--- config.mk ---
export PLATFORM = sky130hd
export DESIGN_NAME = best_fit_partition_allocator
export DESIGN_NICKNAME = d
export VERILOG_FILES = /design/src/bfpa_pkg.sv /design/src/bfpa_ctrl.sv /design/src/bfpa_dp.sv /design/src/best_fit_partition_allocator.sv
export VERILOG_INCLUDE_DIRS = /design/src /design/src/src
export SDC_FILE = /design/constraint.sdc
export NUM_CORES = 1
export LEC_CHECK = 0
export BUFFER_PORTS_ARGS = -buffer_cell sky130_fd_sc_hd__buf_2
export CAP_MARGIN = 10
export CORE_ASPECT_RATIO = 0.8
export CORE_UTILIZATION = 35
export DETAILED_ROUTE_END_ITERATION = 8
export HOLD_SLACK_MARGIN = 0.05
export PLACE_DENSITY = 0.59
export SLEW_MARGIN = 20
export SYNTH_ARGS = -nofsm -noshare
export SYNTH_HDL_FRONTEND = slang
export SYNTH_HIERARCHICAL = 1
export SYNTH_SLANG_ARGS = --single-unit
--- constraint.sdc ---
create_clock -name i_clk -period 13.4 [get_ports i_clk]
set_input_delay 1.34 -clock i_clk [delete_from_list [all_inputs] [get_ports i_clk]]
set_output_delay 1.34 -clock i_clk [all_outputs]
set_load 0.02 [all_outputs]
--- src/best_fit_partition_allocator_macros.svh ---
`ifndef BEST_FIT_PARTITION_ALLOCATOR_MACROS_SVH
`define BEST_FIT_PARTITION_ALLOCATOR_MACROS_SVH

// same-cycle implication, checks held off while in reset
`define BFPA_ASSERT_NOW(label, clk, rst_n, ante, cons, msg) \
    label: assert property (@(posedge clk) disable iff (!rst_n) (ante) |-> (cons)) \
        else $error(msg);

// next-cycle implication, checks held off while in reset
`define BFPA_ASSERT_NEXT(label, clk, rst_n, ante, cons, msg) \
    label: assert property (@(posedge clk) disable iff (!rst_n) (ante) |=> (cons)) \
        else $error(msg);

`endif

--- src/bfpa_pkg.sv ---
package bfpa_pkg;

    localparam int DEF_PARTITIONS = 8;
    localparam int DEF_ADDR_BITS  = 16;

    localparam int OP_W     = 2;
    localparam int INDEX_W  = 3;
    localparam int OWNER_W  = 6;
    localparam int COUNT_W  = 4;
    localparam int STATUS_W = 2;
    localparam int CFG_W    = 4;

    typedef enum logic [OP_W-1:0] {
        OP_LOAD    = 2'd0,
        OP_ALLOC   = 2'd1,
        OP_RELEASE = 2'd2,
        OP_NOP     = 2'd3
    } t_op;

    typedef enum logic [STATUS_W-1:0] {
        ST_GRANTED = 2'd0,
        ST_TOO_BIG = 2'd1,
        ST_FULL    = 2'd2,
        ST_DONE    = 2'd3
    } t_status;

    // controller to datapath
    typedef struct packed {
        logic capture;
        logic write_entry;
        logic rd_en;
        logic proc_en;
        logic commit;
    } t_cmd;

    // datapath to controller
    typedef struct packed {
        logic out_full;
    } t_sts;

endpackage

--- src/bfpa_ctrl.sv ---
`include "best_fit_partition_allocator_macros.svh"

module bfpa_ctrl #(
    parameter int   PARTITIONS = bfpa_pkg::DEF_PARTITIONS,
    localparam int  IDX_W      = (PARTITIONS > 1) ? $clog2(PARTITIONS) : 1,
    localparam int  CNT_W      = $clog2(PARTITIONS + 1)
) (
    input  logic              i_clk,
    input  logic              i_rst_n,
    input  logic              i_in_valid,
    output logic              o_in_ready,
    input  logic [CNT_W-1:0]  i_live,
    input  bfpa_pkg::t_sts    i_sts,
    output bfpa_pkg::t_cmd    o_cmd,
    output logic [IDX_W-1:0]  o_rd_addr,
    output logic [IDX_W-1:0]  o_proc_idx
);
    import bfpa_pkg::*;

    typedef enum logic [3:0] {
        S_IDLE  = 4'b0001,
        S_WRITE = 4'b0010,
        S_SCAN  = 4'b0100,
        S_FIN   = 4'b1000
    } t_state;

    t_state             r_state, n_state;
    logic [CNT_W-1:0]   r_addr, n_addr;
    logic               r_pend;
    logic [IDX_W-1:0]   r_pidx;
    logic               accept;
    logic               rd_go;

    assign o_in_ready = (r_state == S_IDLE);
    assign accept     = i_in_valid && o_in_ready;
    assign rd_go      = (r_state == S_SCAN) && (r_addr < i_live);
    assign o_rd_addr  = r_addr[IDX_W-1:0];
    assign o_proc_idx = r_pidx;

    always_comb begin
        n_state = r_state;
        n_addr  = r_addr;
        o_cmd   = '0;
        case (r_state)
            S_IDLE: begin
                if (accept) begin
                    o_cmd.capture = 1'b1;
                    n_addr        = '0;
                    n_state       = S_WRITE;
                end
            end
            S_WRITE: begin
                o_cmd.write_entry = 1'b1;
                n_state           = S_SCAN;
            end
            S_SCAN: begin
                if (rd_go) begin
                    o_cmd.rd_en = 1'b1;
                    n_addr      = r_addr + CNT_W'(1);
                end else if (!r_pend) begin
                    n_state = S_FIN;
                end
            end
            S_FIN: begin
                if (!i_sts.out_full) begin
                    o_cmd.commit = 1'b1;
                    n_state      = S_IDLE;
                end
            end
            default: begin
                n_state = S_IDLE;
            end
        endcase
        // read data lands in the cycle after the address
        o_cmd.proc_en = r_pend;
    end

    always_ff @(posedge i_clk) begin
        if (!i_rst_n) begin
            r_state <= S_IDLE;
            r_addr  <= '0;
            r_pend  <= 1'b0;
        end else begin
            r_state <= n_state;
            r_addr  <= n_addr;
            r_pend  <= rd_go;
        end
    end

    always_ff @(posedge i_clk) begin
        r_pidx <= r_addr[IDX_W-1:0];
    end

    `BFPA_ASSERT_NEXT(a_accept_leaves_idle, i_clk, i_rst_n, accept, r_state == S_WRITE, "accepted word did not start")
    `BFPA_ASSERT_NOW(a_commit_in_fin, i_clk, i_rst_n, o_cmd.commit, r_state == S_FIN && !i_sts.out_full, "commit outside finish")
    `BFPA_ASSERT_NOW(a_scan_bounded, i_clk, i_rst_n, r_state == S_SCAN, r_addr <= i_live, "scan ran past live entries")
    `BFPA_ASSERT_NEXT(a_fin_waits, i_clk, i_rst_n, r_state == S_FIN && i_sts.out_full, r_state == S_FIN, "finish left with output full")

endmodule

--- src/bfpa_dp.sv ---
module bfpa_dp #(
    parameter int   PARTITIONS = bfpa_pkg::DEF_PARTITIONS,
    parameter int   ADDR_BITS  = bfpa_pkg::DEF_ADDR_BITS,
    localparam int  IDX_W      = (PARTITIONS > 1) ? $clog2(PARTITIONS) : 1,
    localparam int  CNT_W      = $clog2(PARTITIONS + 1)
) (
    input  logic                           i_clk,
    input  logic                           i_rst_n,
    input  logic                           i_cfg_we,
    input  logic [bfpa_pkg::CFG_W-1:0]     i_cfg_wdata,
    input  bfpa_pkg::t_cmd                 i_cmd,
    output bfpa_pkg::t_sts                 o_sts,
    output logic [CNT_W-1:0]               o_live,
    input  logic [IDX_W-1:0]               i_rd_addr,
    input  logic [IDX_W-1:0]               i_proc_idx,
    input  logic [bfpa_pkg::OP_W-1:0]      i_op,
    input  logic [bfpa_pkg::INDEX_W-1:0]   i_entry_index,
    input  logic [ADDR_BITS-1:0]           i_base_address,
    input  logic [ADDR_BITS-1:0]           i_entry_size,
    input  logic [ADDR_BITS-1:0]           i_request_size,
    input  logic [bfpa_pkg::OWNER_W-1:0]   i_owner_id,
    output logic                           o_out_valid,
    input  logic                           i_out_ready,
    output logic [bfpa_pkg::STATUS_W-1:0]  o_status,
    output logic [bfpa_pkg::INDEX_W-1:0]   o_granted_index,
    output logic [ADDR_BITS-1:0]           o_granted_base,
    output logic [ADDR_BITS-1:0]           o_granted_size,
    output logic [bfpa_pkg::COUNT_W-1:0]   o_released_count,
    output logic [bfpa_pkg::COUNT_W-1:0]   o_free_count
);
    import bfpa_pkg::*;

    logic [CFG_W-1:0]       r_active;

    t_op                    r_op;
    logic [INDEX_W-1:0]     r_idx;
    logic [ADDR_BITS-1:0]   r_base, r_esize, r_req;
    logic [OWNER_W-1:0]     r_owner;

    logic [ADDR_BITS-1:0]   mem_base  [PARTITIONS];
    logic [ADDR_BITS-1:0]   mem_size  [PARTITIONS];
    logic [OWNER_W-1:0]     mem_owner [PARTITIONS];
    logic [PARTITIONS-1:0]  r_busy;
    logic [ADDR_BITS-1:0]   r_rd_base, r_rd_size;
    logic [OWNER_W-1:0]     r_rd_owner;

    logic [ADDR_BITS-1:0]   r_biggest;
    logic                   r_found;
    logic [IDX_W-1:0]       r_best_idx;
    logic [ADDR_BITS-1:0]   r_best_left, r_best_base, r_best_size;
    logic [CNT_W-1:0]       r_free, r_rel;

    logic                   r_out_valid;
    t_status                r_status, n_status;
    logic [INDEX_W-1:0]     r_gidx, n_gidx;
    logic [ADDR_BITS-1:0]   r_gbase, n_gbase, r_gsize, n_gsize;
    logic [COUNT_W-1:0]     r_relcnt, n_relcnt, r_freecnt, n_freecnt;

    logic                   idx_ok;
    logic [IDX_W-1:0]       wr_idx;
    logic                   load_write;
    logic                   cur_busy, fits, better, owner_hit;
    logic [ADDR_BITS-1:0]   left;
    logic                   too_big, grant;

    assign o_live = (32'(r_active) > PARTITIONS) ? CNT_W'(PARTITIONS) : CNT_W'(r_active);

    assign idx_ok     = 32'(r_idx) < PARTITIONS;
    assign wr_idx     = IDX_W'(r_idx);
    assign load_write = i_cmd.write_entry && (r_op == OP_LOAD) && idx_ok;

    // one entry under test per cycle
    assign cur_busy  = r_busy[i_proc_idx];
    assign fits      = r_rd_size >= r_req;
    assign left      = r_rd_size - r_req;
    assign better    = !r_found || (left < r_best_left)
                       || ((left == r_best_left) && (r_rd_base < r_best_base));
    assign owner_hit = cur_busy && (r_rd_owner == r_owner);

    assign too_big = r_req > r_biggest;
    assign grant   = (r_op == OP_ALLOC) && !too_big && r_found;

    always_ff @(posedge i_clk) begin
        if (!i_rst_n) begin
            r_active <= '0;
        end else if (i_cfg_we) begin
            r_active <= i_cfg_wdata;
        end
    end

    always_ff @(posedge i_clk) begin
        if (i_cmd.capture) begin
            r_op    <= t_op'(i_op);
            r_idx   <= i_entry_index;
            r_base  <= i_base_address;
            r_esize <= i_entry_size;
            r_req   <= i_request_size;
            r_owner <= i_owner_id;
        end
    end

    // partition table
    always_ff @(posedge i_clk) begin
        if (load_write) begin
            mem_base[wr_idx] <= r_base;
            mem_size[wr_idx] <= r_esize;
        end
        if (i_cmd.commit && grant) begin
            mem_owner[r_best_idx] <= r_owner;
        end
        if (i_cmd.rd_en) begin
            r_rd_base  <= mem_base[i_rd_addr];
            r_rd_size  <= mem_size[i_rd_addr];
            r_rd_owner <= mem_owner[i_rd_addr];
        end
    end

    always_ff @(posedge i_clk) begin
        if (!i_rst_n) begin
            r_busy <= '0;
        end else begin
            if (load_write) begin
                r_busy[wr_idx] <= 1'b0;
            end
            if (i_cmd.proc_en && (r_op == OP_RELEASE) && owner_hit) begin
                r_busy[i_proc_idx] <= 1'b0;
            end
            if (i_cmd.commit && grant) begin
                r_busy[r_best_idx] <= 1'b1;
            end
        end
    end

    // running best fit, largest size and counts
    always_ff @(posedge i_clk) begin
        if (i_cmd.capture) begin
            r_biggest <= '0;
            r_found   <= 1'b0;
            r_free    <= '0;
            r_rel     <= '0;
        end else if (i_cmd.proc_en) begin
            if (r_op == OP_ALLOC) begin
                if (r_rd_size > r_biggest) begin
                    r_biggest <= r_rd_size;
                end
                if (!cur_busy && fits && better) begin
                    r_found     <= 1'b1;
                    r_best_idx  <= i_proc_idx;
                    r_best_left <= left;
                    r_best_base <= r_rd_base;
                    r_best_size <= r_rd_size;
                end
            end
            if ((r_op == OP_RELEASE) && owner_hit) begin
                r_rel <= r_rel + CNT_W'(1);
            end
            if (!cur_busy || ((r_op == OP_RELEASE) && owner_hit)) begin
                r_free <= r_free + CNT_W'(1);
            end
        end
    end

    always_comb begin
        n_status  = ST_DONE;
        n_gidx    = '0;
        n_gbase   = '0;
        n_gsize   = '0;
        n_relcnt  = COUNT_W'(r_rel);
        n_freecnt = COUNT_W'(r_free);
        if (r_op == OP_ALLOC) begin
            if (too_big) begin
                n_status = ST_TOO_BIG;
            end else if (!r_found) begin
                n_status = ST_FULL;
            end else begin
                n_status  = ST_GRANTED;
                n_gidx    = INDEX_W'(r_best_idx);
                n_gbase   = r_best_base;
                n_gsize   = r_best_size;
                n_freecnt = COUNT_W'(r_free - CNT_W'(1));
            end
        end
    end

    always_ff @(posedge i_clk) begin
        if (!i_rst_n) begin
            r_out_valid <= 1'b0;
        end else if (i_cmd.commit) begin
            r_out_valid <= 1'b1;
        end else if (i_out_ready) begin
            r_out_valid <= 1'b0;
        end
    end

    always_ff @(posedge i_clk) begin
        if (i_cmd.commit) begin
            r_status  <= n_status;
            r_gidx    <= n_gidx;
            r_gbase   <= n_gbase;
            r_gsize   <= n_gsize;
            r_relcnt  <= n_relcnt;
            r_freecnt <= n_freecnt;
        end
    end

    assign o_sts.out_full    = r_out_valid && !i_out_ready;
    assign o_out_valid       = r_out_valid;
    assign o_status          = r_status;
    assign o_granted_index   = r_gidx;
    assign o_granted_base    = r_gbase;
    assign o_granted_size    = r_gsize;
    assign o_released_count  = r_relcnt;
    assign o_free_count      = r_freecnt;

endmodule

--- src/best_fit_partition_allocator.sv ---
// channel   direction  handshake                   word
// in        input      i_in_valid / o_in_ready     op, index, base, size, request, owner
// out       output     o_out_valid / i_out_ready   status, grant, released and free counts
// cfg       input      i_cfg_we (no wait)          active partition count
//
// an item's result follows a sweep of the table memory through its read port, one entry a cycle,
// over the n live entries, n being the live entry count (at most PARTITIONS)
// one item at a time; the next word is taken once the previous result sits in the output register
// a result waiting on a stalled output holds the finishing item, not the one already delivered
// synchronous active-low reset clears busy flags, count register and control; no clearing pass

module best_fit_partition_allocator #(
    parameter int PARTITIONS = bfpa_pkg::DEF_PARTITIONS,
    parameter int ADDR_BITS  = bfpa_pkg::DEF_ADDR_BITS
) (
    input  logic                           i_clk,
    input  logic                           i_rst_n,
    // configuration
    input  logic                           i_cfg_we,
    input  logic [bfpa_pkg::CFG_W-1:0]     i_cfg_wdata,
    // input words
    input  logic                           i_in_valid,
    output logic                           o_in_ready,
    input  logic [bfpa_pkg::OP_W-1:0]      i_op,
    input  logic [bfpa_pkg::INDEX_W-1:0]   i_entry_index,
    input  logic [ADDR_BITS-1:0]           i_base_address,
    input  logic [ADDR_BITS-1:0]           i_entry_size,
    input  logic [ADDR_BITS-1:0]           i_request_size,
    input  logic [bfpa_pkg::OWNER_W-1:0]   i_owner_id,
    // result words
    output logic                           o_out_valid,
    input  logic                           i_out_ready,
    output logic [bfpa_pkg::STATUS_W-1:0]  o_status,
    output logic [bfpa_pkg::INDEX_W-1:0]   o_granted_index,
    output logic [ADDR_BITS-1:0]           o_granted_base,
    output logic [ADDR_BITS-1:0]           o_granted_size,
    output logic [bfpa_pkg::COUNT_W-1:0]   o_released_count,
    output logic [bfpa_pkg::COUNT_W-1:0]   o_free_count
);
    import bfpa_pkg::*;

    localparam int IDX_W = (PARTITIONS > 1) ? $clog2(PARTITIONS) : 1;
    localparam int CNT_W = $clog2(PARTITIONS + 1);

    t_cmd              cmd;
    t_sts              sts;
    logic [CNT_W-1:0]  live;
    logic [IDX_W-1:0]  rd_addr;
    logic [IDX_W-1:0]  proc_idx;

    // sequencer: capture, optional entry write, sweep, finish
    bfpa_ctrl #(
        .PARTITIONS (PARTITIONS)
    ) u_ctrl (
        .i_clk      (i_clk),
        .i_rst_n    (i_rst_n),
        .i_in_valid (i_in_valid),
        .o_in_ready (o_in_ready),
        .i_live     (live),
        .i_sts      (sts),
        .o_cmd      (cmd),
        .o_rd_addr  (rd_addr),
        .o_proc_idx (proc_idx)
    );

    // table, best-fit tracker, counters and output register
    bfpa_dp #(
        .PARTITIONS (PARTITIONS),
        .ADDR_BITS  (ADDR_BITS)
    ) u_dp (
        .i_clk            (i_clk),
        .i_rst_n          (i_rst_n),
        .i_cfg_we         (i_cfg_we),
        .i_cfg_wdata      (i_cfg_wdata),
        .i_cmd            (cmd),
        .o_sts            (sts),
        .o_live           (live),
        .i_rd_addr        (rd_addr),
        .i_proc_idx       (proc_idx),
        .i_op             (i_op),
        .i_entry_index    (i_entry_index),
        .i_base_address   (i_base_address),
        .i_entry_size     (i_entry_size),
        .i_request_size   (i_request_size),
        .i_owner_id       (i_owner_id),
        .o_out_valid      (o_out_valid),
        .i_out_ready      (i_out_ready),
        .o_status         (o_status),
        .o_granted_index  (o_granted_index),
        .o_granted_base   (o_granted_base),
        .o_granted_size   (o_granted_size),
        .o_released_count (o_released_count),
        .o_free_count     (o_free_count)
    );

endmodule
==> summary.txt, run 1 <==
Status
  – Status: complete, no violations

Worst setup path
  – CP Buf/Inv Count: 3
  – Cell family with most CP delay: compound AO/OA/AOI/OAI gates
  – CP Class: flop to flop
  – Slowest CP cell: a21oi_4
  – CP startpoint kind: flop
  – Critical-path cell list: inv_1 > ha_1 > inv_1 > fa_1 > a21o_1 > a21o_1 > a221oi_1 > o21bai_1 > a21oi_1 > xnor2_1 > ha_1 > nand4_1 > nor2_1 > nand4_1 > nor2_1 > o211ai_1 > a21oi_4 > buf_4
  – Crit path largest cell delay: 0.62 ns
  – Arr. time, crit path: 5.14 ns
  – Critical Path End Type: flop
  – CP Max Fanout: 35
  – Required @ worst endpoint: 13.65 ns

Clocking
  – Root buffer cell: clkbuf_16
  – CTS tree: yes
  – Hold_buf cts: 0
  – Clock transition at the registers of the reported paths: approximately 0.06 ns
  – Post-cts resize count: 0
  – Clk_lat worst skew: 0.64 ns
  – Clock Path Buffers: 3
  – H-tree depth: 2
  – CTS buffer count: 55
  – Clk sinks: 547
  – Setup Fix Bufs, Post-CTS: 0

Finish
  – Final core occ: a little over 40%
  – ANT cells: 0
  – Layout cell share with drive strength beyond 1: 23.6%
  – # nets final: 1629
  – Area growth from synthesis to layout: 14.9%
  – Post-route design area: roughly 26000 um2

Global routing
  – Initial antenna violation count: 2
  – First-pass GRT wire length: 73.2 mm
  – Grt total ovfl: 0
  – Tot GR Track Use: around 15%
  – Largest net degree at the start of global routing: 60
  – Vias in the first global route: 11829

Yosys
  – Mapped Cells: around 1300
  – Cell taking the most area after synthesis: edfxtp_1
  – Sequential share of the synthesized area: 70.4%
  – Top post-synthesis cells by area: edfxtp_1 (66%), mux4_2 (7.8%), ha_1 (4.8%), dfxtp_1 (4.4%), mux2_2 (1.9%)
  – Top FF cell, synth: edfxtp_1
  – Share of the synthesized area in the top cell type: 66.0%
  – Synth Register Bits: 547
  – Syn_nets: 1484
  – Unique masters post-synth: 72
  – Post-Synthesis Cell Area: about 23000 um2
  – Most common cell in the synthesized netlist: edfxtp_1
  – Number of flops mapped to enable cells by yosys: about 500
  – Async S/R FF share, synth: 0%
  – Top cells by instance count after synthesis: edfxtp_1 (497), ha_1 (86), inv_1 (79)
  – Synth Warn #: 6
  – Synth Area per Inst: 17.0 um2

Placed design
  – Hpwl dp: 29.9 mm
  – Input/output buffers: 114
  – Routability cong.: 0.835
  – Placement Cell Area: around 24000 um2

Power
  – Peak VDD IR: 0.0969 mV
  – P_leak: 8.71 nW
  – P per Cell Area: 137 nW/um2
  – Total power: 3.56 mW

STA
  – Final hold violations: 0
  – Setup TNS: 0 ns
  – Final Skew: roughly 0.037 ns
  – Final setup vio count: 0
  – Final period utilization: 36.5%
  – Max Slew Vio Count: 0
  – Fin crit period: slightly below 5 ns
  – Worst Tran Pin Value: 0.995 ns
  – RSZ-0062 raised after global routing: no
  – Rel. slew slack: 33.2%
  – Hold Slack: 0.458 ns
  – Fmax: 205 MHz

Routing
  – Met3 WL post-DR: 2.60 mm
  – Total Wirelength: 48.9 mm
  – Drc violations: 0
  – Met2 routed WL: 22.3 mm
  – Wire per inst: 20.7 um
  – Met1 wire length: approximately 23 mm
  – DRT iter0 DRCs: between 900 and 1000
  – Vias per cell: 5.01
  – Vias: approximately 12000
  – DRT Pass-1 Iters: 5
  – Post-DRT Antenna Nets: 0
  – Top Layer Used: met4

Floorplan
  – Starting Density: a little over a third
  – Die height: ~230 um
  – Core Region: 63300 um2
  – # IOs: 115
  – Die ar.: 65700 um2
  – Horiz. Die Dim: 286 um
  – Row count: 82

Flow run
  – Number of max-cap violations: 0

Min path
  – Worst hold path class: flop to flop
-- path summary, 6_finish.rpt --
kind	endpoint	slack [ns]	cells past startpoint	start
max	u_dp/r_best_size[12]	8.51	18	u_dp/r_rd_size[0]
min	u_dp/r_best_base[0]	0.46	0	u_dp/r_rd_base[0]
max reg2reg	u_dp/r_best_size[12]	8.51	18	u_dp/r_rd_size[0]
min reg2reg	u_dp/r_best_base[0]	0.46	0	u_dp/r_rd_base[0]
-- layout make-up --
| class | instances | area, um2 |
|---|---|---|
| Clock buffer | 64 | 1410 |
| Timing Repair Buffer | 136 | 736 |
| Inverter | 79 | 297 |
| Fill cell | 5708 | 37300 |
| Clock inverter | 38 | 308 |
| Tap cell | 840 | 1050 |
| Sequential cell | 547 | 15900 |
| Multi-Input combinational cell | 655 | 6270 |
-- kinds of logic after synthesis --
logic type | synth area share, %
AO/OA/AOI/OAI | 4.67
XOR/XNOR | 0.890
adder cells (fa/ha/maj) | 4.84
buffers and inverters | 2.33
flip-flops | 70.4
multiplexers | 10.8
AND/OR/NAND/NOR | 6.05
-- layer usage --
layer | global-route usage [%] | vias up
met5 | 0 | -
met1 | 21.7 | 6016
li1 | - | 5460
met4 | 3.16 | 0
met2 | 23.1 | 298
met3 | 2.90 | 56
-- worst reg2reg max path: stages, from the launching register on --
cell,delay [ns]
edfxtp_1,0.42
inv_1,0.10
ha_1,0.18
inv_1,0.06
fa_1,0.41
a21o_1,0.17
a21o_1,0.23
a221oi_1,0.40
o21bai_1,0.10
a21oi_1,0.18
xnor2_1,0.12
ha_1,0.32
nand4_1,0.08
nor2_1,0.13
nand4_1,0.13
nor2_1,0.12
o211ai_1,0.16
a21oi_4,0.62
buf_4,0.56
-- state kept, by name, indices dropped and copies added (netlist names), 6 cells and up --
register,flops
u_dp/r_best_left,16
u_dp/r_biggest,16
u_dp/r_req,16
u_dp/r_rd_base,16
u_dp/mem_base,128
u_dp/mem_size,128
u_dp/r_base,16
u_dp/o_granted_size,16
u_dp/r_busy,8
u_dp/mem_owner,48
u_dp/r_rd_size,16
u_dp/o_granted_base,16
u_dp/r_best_size,16
u_dp/r_rd_owner,6
u_dp/r_best_base,16
u_dp/r_owner,6
u_dp/r_esize,16
-- report_power, final --
part | total, mW | internal, mW | switching, mW
Sequential | 1.94 | 1.90 | 0.0352
Clock | 1.47 | 0.814 | 0.657
Combinational | 0.153 | 0.0582 | 0.0947
-- placed cells by master (no fill, tap or decap), types with 10 or more instances in the layout --
master,count
nand2b_1,39
o211ai_1,10
a21oi_1,36
mux4_2,78
nor3_1,13
o21ai_0,20
nor2b_1,14
edfxtp_1,497
ha_1,86
inv_1,79
mux2_2,38
nand3_1,21
nand2_1,31
and2_1,21
clkbuf_16,55
nor2_1,50
clkinv_2,10
a21o_1,21
o21bai_1,10
xor2_1,14
buf_2,114
dfxtp_1,47
o31ai_1,10
clkinv_1,18
mux2i_1,25
buf_4,22
-- stage by stage --
stage,cells,worst slack [ns]
after global placement,2257,8.67
final,2359,8.51
after detailed placement,2257,8.54
after floorplan,1329,7.54
after CTS,2359,8.51
after global routing,2359,8.20
Power figures use the tool's default switching activity.
==> run 2, diff against run 1 <==
Settings changed: PLACE_DENSITY 0.59 to 0.61.
Clock period 13.4 ns to 4 ns, I/O delays scaled along.
==> run 2 against run 1 <==
Net effect:
- combinational power increased to 3.8 times the previous value
- via count increased by 1.9%
- global-route usage increased by 0.093 points
==> summary.txt, run 2 (synthesis results as in run 1) <==
Finish
  – Largest registers: u_dp/mem_base x128, u_dp/mem_size x128, u_dp/mem_owner x48 (unchanged)
  – ANT cells: 0 (unchanged)
  – Final core occ: 42.6% (was 41.1%)
  – Area growth from synthesis to layout: 19.2% (was 14.9%)
  – Layout cell share with drive strength beyond 1: 24.5% (was 23.6%)
  – Commonest non-fill, non-tap cell in the layout: edfxtp_1 (unchanged)
  – Most frequent cells in the layout: edfxtp_1 (497), buf_2 (114), ha_1 (85) (was edfxtp_1 (497), buf_2 (114), ha_1 (86))
  – # nets final: 1713 (was 1629)
  – Fillers: 5579 (was 5708)

STA
  – Fmax: 253 MHz (was 205 MHz)
  – Final hold violations: 0 (unchanged)
  – RSZ-0062 raised after global routing: yes (was no)
  – Final period utilization: 98.8% (was 36.5%)
  – Final setup vio count: 0 (unchanged)
  – Setup TNS: 0 ns (unchanged)
  – PnR worst setup slack: 0.0487 ns (was 8.51 ns)
  – Fin crit period: 3.95 ns (was 4.89 ns)
  – Worst Tran Pin Value: 1.01 ns (was 0.995 ns)
  – Max Slew Vio Count: 0 (unchanged)
  – Final Skew: 0.0376 ns (was 0.0374 ns)
  – Rel. slew slack: 32.9% (was 33.2%)

Min path
  – Hold_sp: i_cfg_wdata[0] (was u_dp/r_rd_base[0])
  – Worst hold path class: input port to flop (was flop to flop)
  – Hold Crit Depth: 3 (was 0)
  – Worst hold endpoint: u_dp/r_active[0] (was u_dp/r_best_base[0])

Floorplan
  – # IOs: 115 (unchanged)
  – Horiz. Die Dim: 286 um (unchanged)
  – Die height: 229 um (unchanged)
  – Core Region: 63300 um2 (unchanged)
  – Starting Density: 35.7% (unchanged)
  – Die ar.: 65700 um2 (unchanged)
  – Row count: 82 (unchanged)

Worst setup path
  – Reg-to-Reg End: u_dp/r_best_size[10] (was u_dp/r_best_size[12])
  – CP startpoint kind: flop (unchanged)
  – Required @ worst endpoint: 4.31 ns (was 13.65 ns)
  – Arr. time, crit path: 4.27 ns (was 5.14 ns)
  – FF-to-FF setup slack: 0.05 ns (was 8.51 ns)
  – Reg-to-Reg Start: u_dp/r_rd_size[0] (unchanged)
  – CP Launch Point: u_dp/r_rd_size[0] (unchanged)
  – Reg2Reg Depth: 19 (was 18)
  – Critical Path End Type: flop (unchanged)
  – CP Class: flop to flop (unchanged)
  – CP Max Fanout: 7 (was 35)

Clocking
  – Clk_lat worst skew: 0.63 ns (was 0.64 ns)
  – CTS tree: yes (unchanged)
  – Clk sinks: 547 (unchanged)
  – Clock transition at the registers of the reported paths: 0.06 ns (about the same)
  – Root buffer cell: clkbuf_16 (unchanged)
  – CTS buffer count: 55 (unchanged)
  – Clock Path Buffers: 3 (unchanged)
  – H-tree depth: 2 (unchanged)

Routing
  – DRT Pass-1 Iters: 5 (unchanged)
  – Post-DRT Antenna Nets: 0 (unchanged)
  – Wire per inst: 20.3 um (was 20.7 um)
  – Vias per cell: 4.94 (was 5.01)
  – Drc violations: 0 (unchanged)
  – DRT iter0 DRCs: 979 (was 933)
  – Vias: 12060 (was 11830)
  – Total Wirelength: 49.6 mm (was 48.9 mm)

Global routing
  – Initial antenna violation count: 0 (was 2)
  – Grt total ovfl: 0 (unchanged)
  – First-pass GRT wire length: 74.0 mm (was 73.2 mm)
  – Vias in the first global route: 12219 (was 11829)
  – Largest net degree at the start of global routing: 65 (was 60)
  – Tot GR Track Use: 15.0% (was 14.9%)

Power
  – Total power: 12.1 mW (was 3.56 mW)
  – P_leak: 9.12 nW (was 8.71 nW)
  – P per Cell Area: 448 nW/um2 (was 137 nW/um2)
  – Peak VDD IR: 0.405 mV (was 0.0969 mV)

Status
  – Status: complete, no violations (unchanged)

Placed design
  – Input/output buffers: 114 (unchanged)
  – Hpwl dp: 30.8 mm (was 29.9 mm)
  – Post-Place Worst Slack: 0.0909 ns (was 8.54 ns)
  – Routability cong.: 0.798 (was 0.835)

Flow run
  – Number of max-cap violations: 0 (unchanged)
## run 2: changes by cell type in the layout (fill, tap and decap cells not counted), sizes merged
cell | previous run | this run
dlygate4sd3 | 0 | 61
clkinv | 30 | 19
clkbuf | 64 | 74
buf | 136 | 156
clkinvlp | 3 | 4
## run 2: worst max-delay path by stage
stage,cells after the start,to,slack [ns]
finish,19,u_dp/r_best_size[10],0.05
CTS,15,u_dp/r_best_size[2],0.07
detailed placement,15,u_dp/r_best_size[9],0.09
global route,19,u_dp/r_best_left[3],-0.16
global placement,18,u_dp/r_best_size[9],0.16
floorplan,17,u_dp/r_best_base[0],-0.07
## run 2: stage by stage
| step | area, um2 | cells | hold slack (ns) |
|---|---|---|---|
| 5_1_grt | 27000 | 2440 | 0.0650 |
| 3_5_place_dp | 24400 | 2267 | 0.427 |
| 2_1_floorplan | 22600 | 1329 | 0.387 |
| 4_1_cts | 26800 | 2427 | 0.0539 |
| 6_report | 27000 | 2440 | 0.0825 |
| 3_3_place_gp | 24400 | 2267 | 0.426 |
## run 2: report_power, final
part | internal (mW) | switching [mW]
Clock | 2.80 | 2.18
Sequential | 6.38 | 0.121
Combinational | 0.251 | 0.337
Total | 9.43 | 2.64
## run 2: layout make-up
class                      count  area [um2]  area share (%)
inverter                      79         297            1.10
sequential                   547       15900            59.1
multi-input combinational    655        6310            23.4
clock buffer                  71        1470            5.44
timing repair buffer         220        1630            6.04
clock inverter                28         282            1.04
tap                          840        1050            3.90
## run 2: repair_timing
| item | 4_1_cts | 5_1_grt |
|---|---|---|
| buffers inserted | 0 | 8 |
| setup endpoints to repair | 0 | 51 |
| resized for setup | 0 | 8 |
| hold buffers | 61 | 0 |
| hold endpoints to repair | 61 | 0 |
## run 2: routing by layer
metal  wire length [um]  GRT usage [%]
met3               2470           2.58
met1              23400           21.3
met5                  0              0
met4                898           4.18
met2              22900           23.6
## run 2: critical path, cell delays in order (launching register included)
cell and delay [ns]:
edfxtp_1 0.41, inv_2 0.10, ha_4 0.13, inv_2 0.04
fa_2 0.34, a21o_1 0.16, a21o_1 0.20, a221oi_4 0.28
o21bai_1 0.11, a21oi_1 0.18, xnor2_1 0.13, ha_1 0.31
nand4_1 0.09, nor2_1 0.15, nand4_1 0.16, nor2_1 0.14
o211ai_1 0.15, a21oi_4 0.21, buf_12 0.18, clkbuf_16 0.18
==> run 3, diff against run 2 <==
Settings changed: BUFFER_PORTS_ARGS -buffer_cell sky130_fd_sc_hd__buf_2 to not set, DONT_BUFFER_PORTS set to 1, PLACE_DENSITY 0.61 to 0.6.
Clock period 4 ns to 3.4 ns, I/O delays scaled along.
==> run 3 against run 2 <==
Net effect:
- sequential cell count stayed put
- the flow now finishes with violations (setup timing)
- non-clock buffer count is 46 lower
- core utilization is 0.16 points higher
- design area is 0.38% higher
- global-route usage is 0.34 points higher
==> summary.txt, run 3 (synthesis results as in run 1) <==
Clocking
  – Clock transition at the registers of the reported paths: 0.06 ns (about the same)
  – Root buffer cell: clkbuf_16 (unchanged)
  – H-tree depth: 2 (unchanged)
  – CTS tree: yes (unchanged)
  – Clk sinks: 547 (unchanged)
  – Clk_lat worst skew: 0.63 ns (about the same)
  – Clock Path Buffers: 3 (unchanged)
  – CTS buffer count: 53 (was 55)

STA
  – Rel. slew slack: 30.3% (was 32.9%)
  – Final Skew: 0.0583 ns (was 0.0376 ns)
  – Max Slew Vio Count: 0 (unchanged)
  – PnR worst setup slack: -0.585 ns (was 0.0487 ns)
  – Final hold violations: 0 (unchanged)
  – Final period utilization: 117% (was 98.8%)
  – RSZ-0062 raised after global routing: yes (unchanged)
  – Fmax: 251 MHz (was 253 MHz)
  – Fin crit period: 3.98 ns (was 3.95 ns)
  – Final setup vio count: 51 (was 0)
  – Worst Tran Pin Value: 1.03 ns (was 1.01 ns)

Finish
  – Fillers: 5560 (was 5579)
  – ANT cells: 0 (unchanged)
  – # nets final: 1665 (was 1713)
  – Final core occ: 42.8% (was 42.6%)
  – Commonest non-fill, non-tap cell in the layout: edfxtp_1 (unchanged)
  – Sequential cell area: 15900 um2 (unchanged)
  – Largest registers: u_dp/mem_base x128, u_dp/mem_size x128, u_dp/mem_owner x48 (unchanged)
  – Most frequent cells in the layout: edfxtp_1 (497), buf_4 (89), ha_1 (85) (was edfxtp_1 (497), buf_2 (114), ha_1 (85))
  – Area growth from synthesis to layout: 19.6% (was 19.2%)
  – Multi-input gate area: 6310 um2 (about the same)
  – Post-route design area: 27100 um2 (was 27000 um2)
  – Layout cell share with drive strength beyond 1: 21.9% (was 24.5%)

Worst setup path
  – Arr. time, crit path: 4.29 ns (was 4.27 ns)
  – Reg-to-Reg End: u_dp/r_best_left[1] (was u_dp/r_best_size[10])
  – Slowest CP cell: edfxtp_1 (unchanged)
  – Reg2Reg Depth: 20 (was 19)
  – Critical Path End Type: flop (unchanged)
  – CP startpoint kind: flop (unchanged)
  – CP Class: flop to flop (unchanged)
  – Critical-path cell list: inv_2 > ha_4 > inv_2 > fa_2 > a21o_1 > a21o_1 > nand2_1 > o211a_1 > mux2i_1 > o2111ai_2 > ha_1 > nand4_1 > nor2_2 > nand4_1 > buf_4 > a21oi_2 > a211oi_2 > a21oi_4 > buf_12 > clkbuf_16 (was inv_2 > ha_4 > inv_2 > fa_2 > a21o_1 > a21o_1 > a221oi_4 > o21bai_1 > a21oi_1 > xnor2_1 > ha_1 > nand4_1 > nor2_1 > nand4_1 > nor2_1 > o211ai_1 > a21oi_4 > buf_12 > clkbuf_16)
  – Required @ worst endpoint: 3.70 ns (was 4.31 ns)
  – CP Max Fanout: 6 (was 7)
  – FF-to-FF setup slack: -0.58 ns (was 0.05 ns)
  – Reg-to-Reg Start: u_dp/r_rd_size[0] (unchanged)
  – Crit path largest cell delay: 0.42 ns (was 0.41 ns)

Floorplan
  – Starting Density: 35.7% (unchanged)
  – # IOs: 115 (unchanged)
  – Die height: 229 um (unchanged)
  – Horiz. Die Dim: 286 um (unchanged)
  – Core Region: 63300 um2 (unchanged)
  – Die ar.: 65700 um2 (unchanged)
  – Row count: 82 (unchanged)

Min path
  – Worst hold endpoint: u_ctrl/r_state[0] (was u_dp/r_active[0])
  – Hold Crit Depth: 3 (unchanged)
  – Worst hold path class: input port to flop (unchanged)
  – Hold_sp: i_out_ready (was i_cfg_wdata[0])

Status
  – Status: complete, but fails checks (was complete, no violations)
  – Failing checks: setup timing

Routing
  – Vias per cell: 5.03 (was 4.94)
  – Vias: 12043 (was 12060)
  – DRT iter0 DRCs: 888 (was 979)
  – Wire per inst: 20.8 um (was 20.3 um)
  – Post-DRT Antenna Nets: 0 (unchanged)
  – DRT Pass-1 Iters: 5 (unchanged)
  – Drc violations: 0 (unchanged)
  – Total Wirelength: 49.9 mm (was 49.6 mm)

Global routing
  – Tot GR Track Use: 15.3% (was 15.0%)
  – Grt total ovfl: 0 (unchanged)
  – Largest net degree at the start of global routing: 102 (was 65)
  – First-pass GRT wire length: 75.8 mm (was 74.0 mm)
  – Initial antenna violation count: 0 (unchanged)
  – Vias in the first global route: 12570 (was 12219)

Power
  – P per Cell Area: 532 nW/um2 (was 448 nW/um2)
  – P_leak: 9.08 nW (was 9.12 nW)
  – Peak VDD IR: 0.331 mV (was 0.405 mV)
  – Total power: 14.4 mW (was 12.1 mW)

Placed design
  – Placement Cell Area: 24400 um2 (about the same)
  – Routability cong.: 0.854 (was 0.798)
  – Hpwl dp: 30.2 mm (was 30.8 mm)
  – Input/output buffers: 0 (was 114)

Flow run
  – Number of max-cap violations: 0 (unchanged)
run 3: layer usage:
metal / part of all wire (%) / up-vias / global-route usage, %
li1: - / 5529 / -
met3: 4.8 / 79 / 2.71
met5: 0 / - / 0
met1: 48 / 6151 / 21.5
met2: 45 / 284 / 24.3
met4: 2.2 / 0 / 4.51
run 3: area by class of cell:
class / count / area share, %
Tap cell: 840 / 3.88
Inverter: 79 / 1.10
Clock inverter: 32 / 1.34
Timing Repair Buffer: 174 / 6.17
Sequential cell: 547 / 58.9
Multi-Input combinational cell: 655 / 23.3
Clock buffer: 68 / 5.34
run 3: power by group:
part           internal [mW]  switching [mW]  total [mW]  leakage, nW
Clock                   3.43            2.60        6.03        0.871
Sequential              7.50           0.153        7.66         4.86
Combinational          0.328           0.383       0.711         3.35
Total                   11.3            3.14        14.4         9.08
run 3: how the worst max path moves through the flow:
stage                           start              endpoint  slack [ns]  depth (start not counted)
floorplan           u_dp/r_rd_size[0]   u_dp/r_best_base[0]       -0.67                         17
global placement    u_dp/r_rd_size[0]  u_dp/r_best_size[15]       -0.41                         18
detailed placement  u_dp/r_rd_size[0]  u_dp/r_best_size[13]       -0.48                         18
CTS                 u_dp/r_rd_size[0]   u_dp/r_best_size[2]       -0.42                         18
global route        u_dp/r_rd_size[0]   u_dp/r_best_left[3]       -0.70                         20
finish              u_dp/r_rd_size[0]   u_dp/r_best_left[1]       -0.58                         20
run 3: stage by stage:
stage,setup slack [ns],std cells,hold WS (ns),TNS [ns]
6_report,-0.585,2395,0.167,-26.48
3_5_place_dp,-0.483,2214,0.439,-24.15
4_1_cts,-0.422,2387,0.101,-19.11
2_1_floorplan,-0.672,1329,0.387,-34.26
3_3_place_gp,-0.408,2214,0.421,-20.41
5_1_grt,-0.705,2395,0.143,-32.81
run 3: critical path: cells and delay by family (launching register included):
| kind | cells | cell delay, ns |
|---|---|---|
| muxes | 1 | 0.23 |
| adders and majority gates | 3 | 0.80 |
| buffers and inverters | 5 | 0.65 |
| AOI/OAI and AO/OA | 7 | 1.08 |
| DFF | 1 | 0.42 |
| and+or+nand+nor | 4 | 0.49 |
run 3: what timing repair did:
item | CTS | global route
hold buffers | 70 | 0
cloned | 0 | 3
pin swaps | 0 | 6
buffers inserted | 3 | 5
hold endpoints to repair | 81 | 0
resized for setup | 8 | 2
setup endpoints to repair | 51 | 51
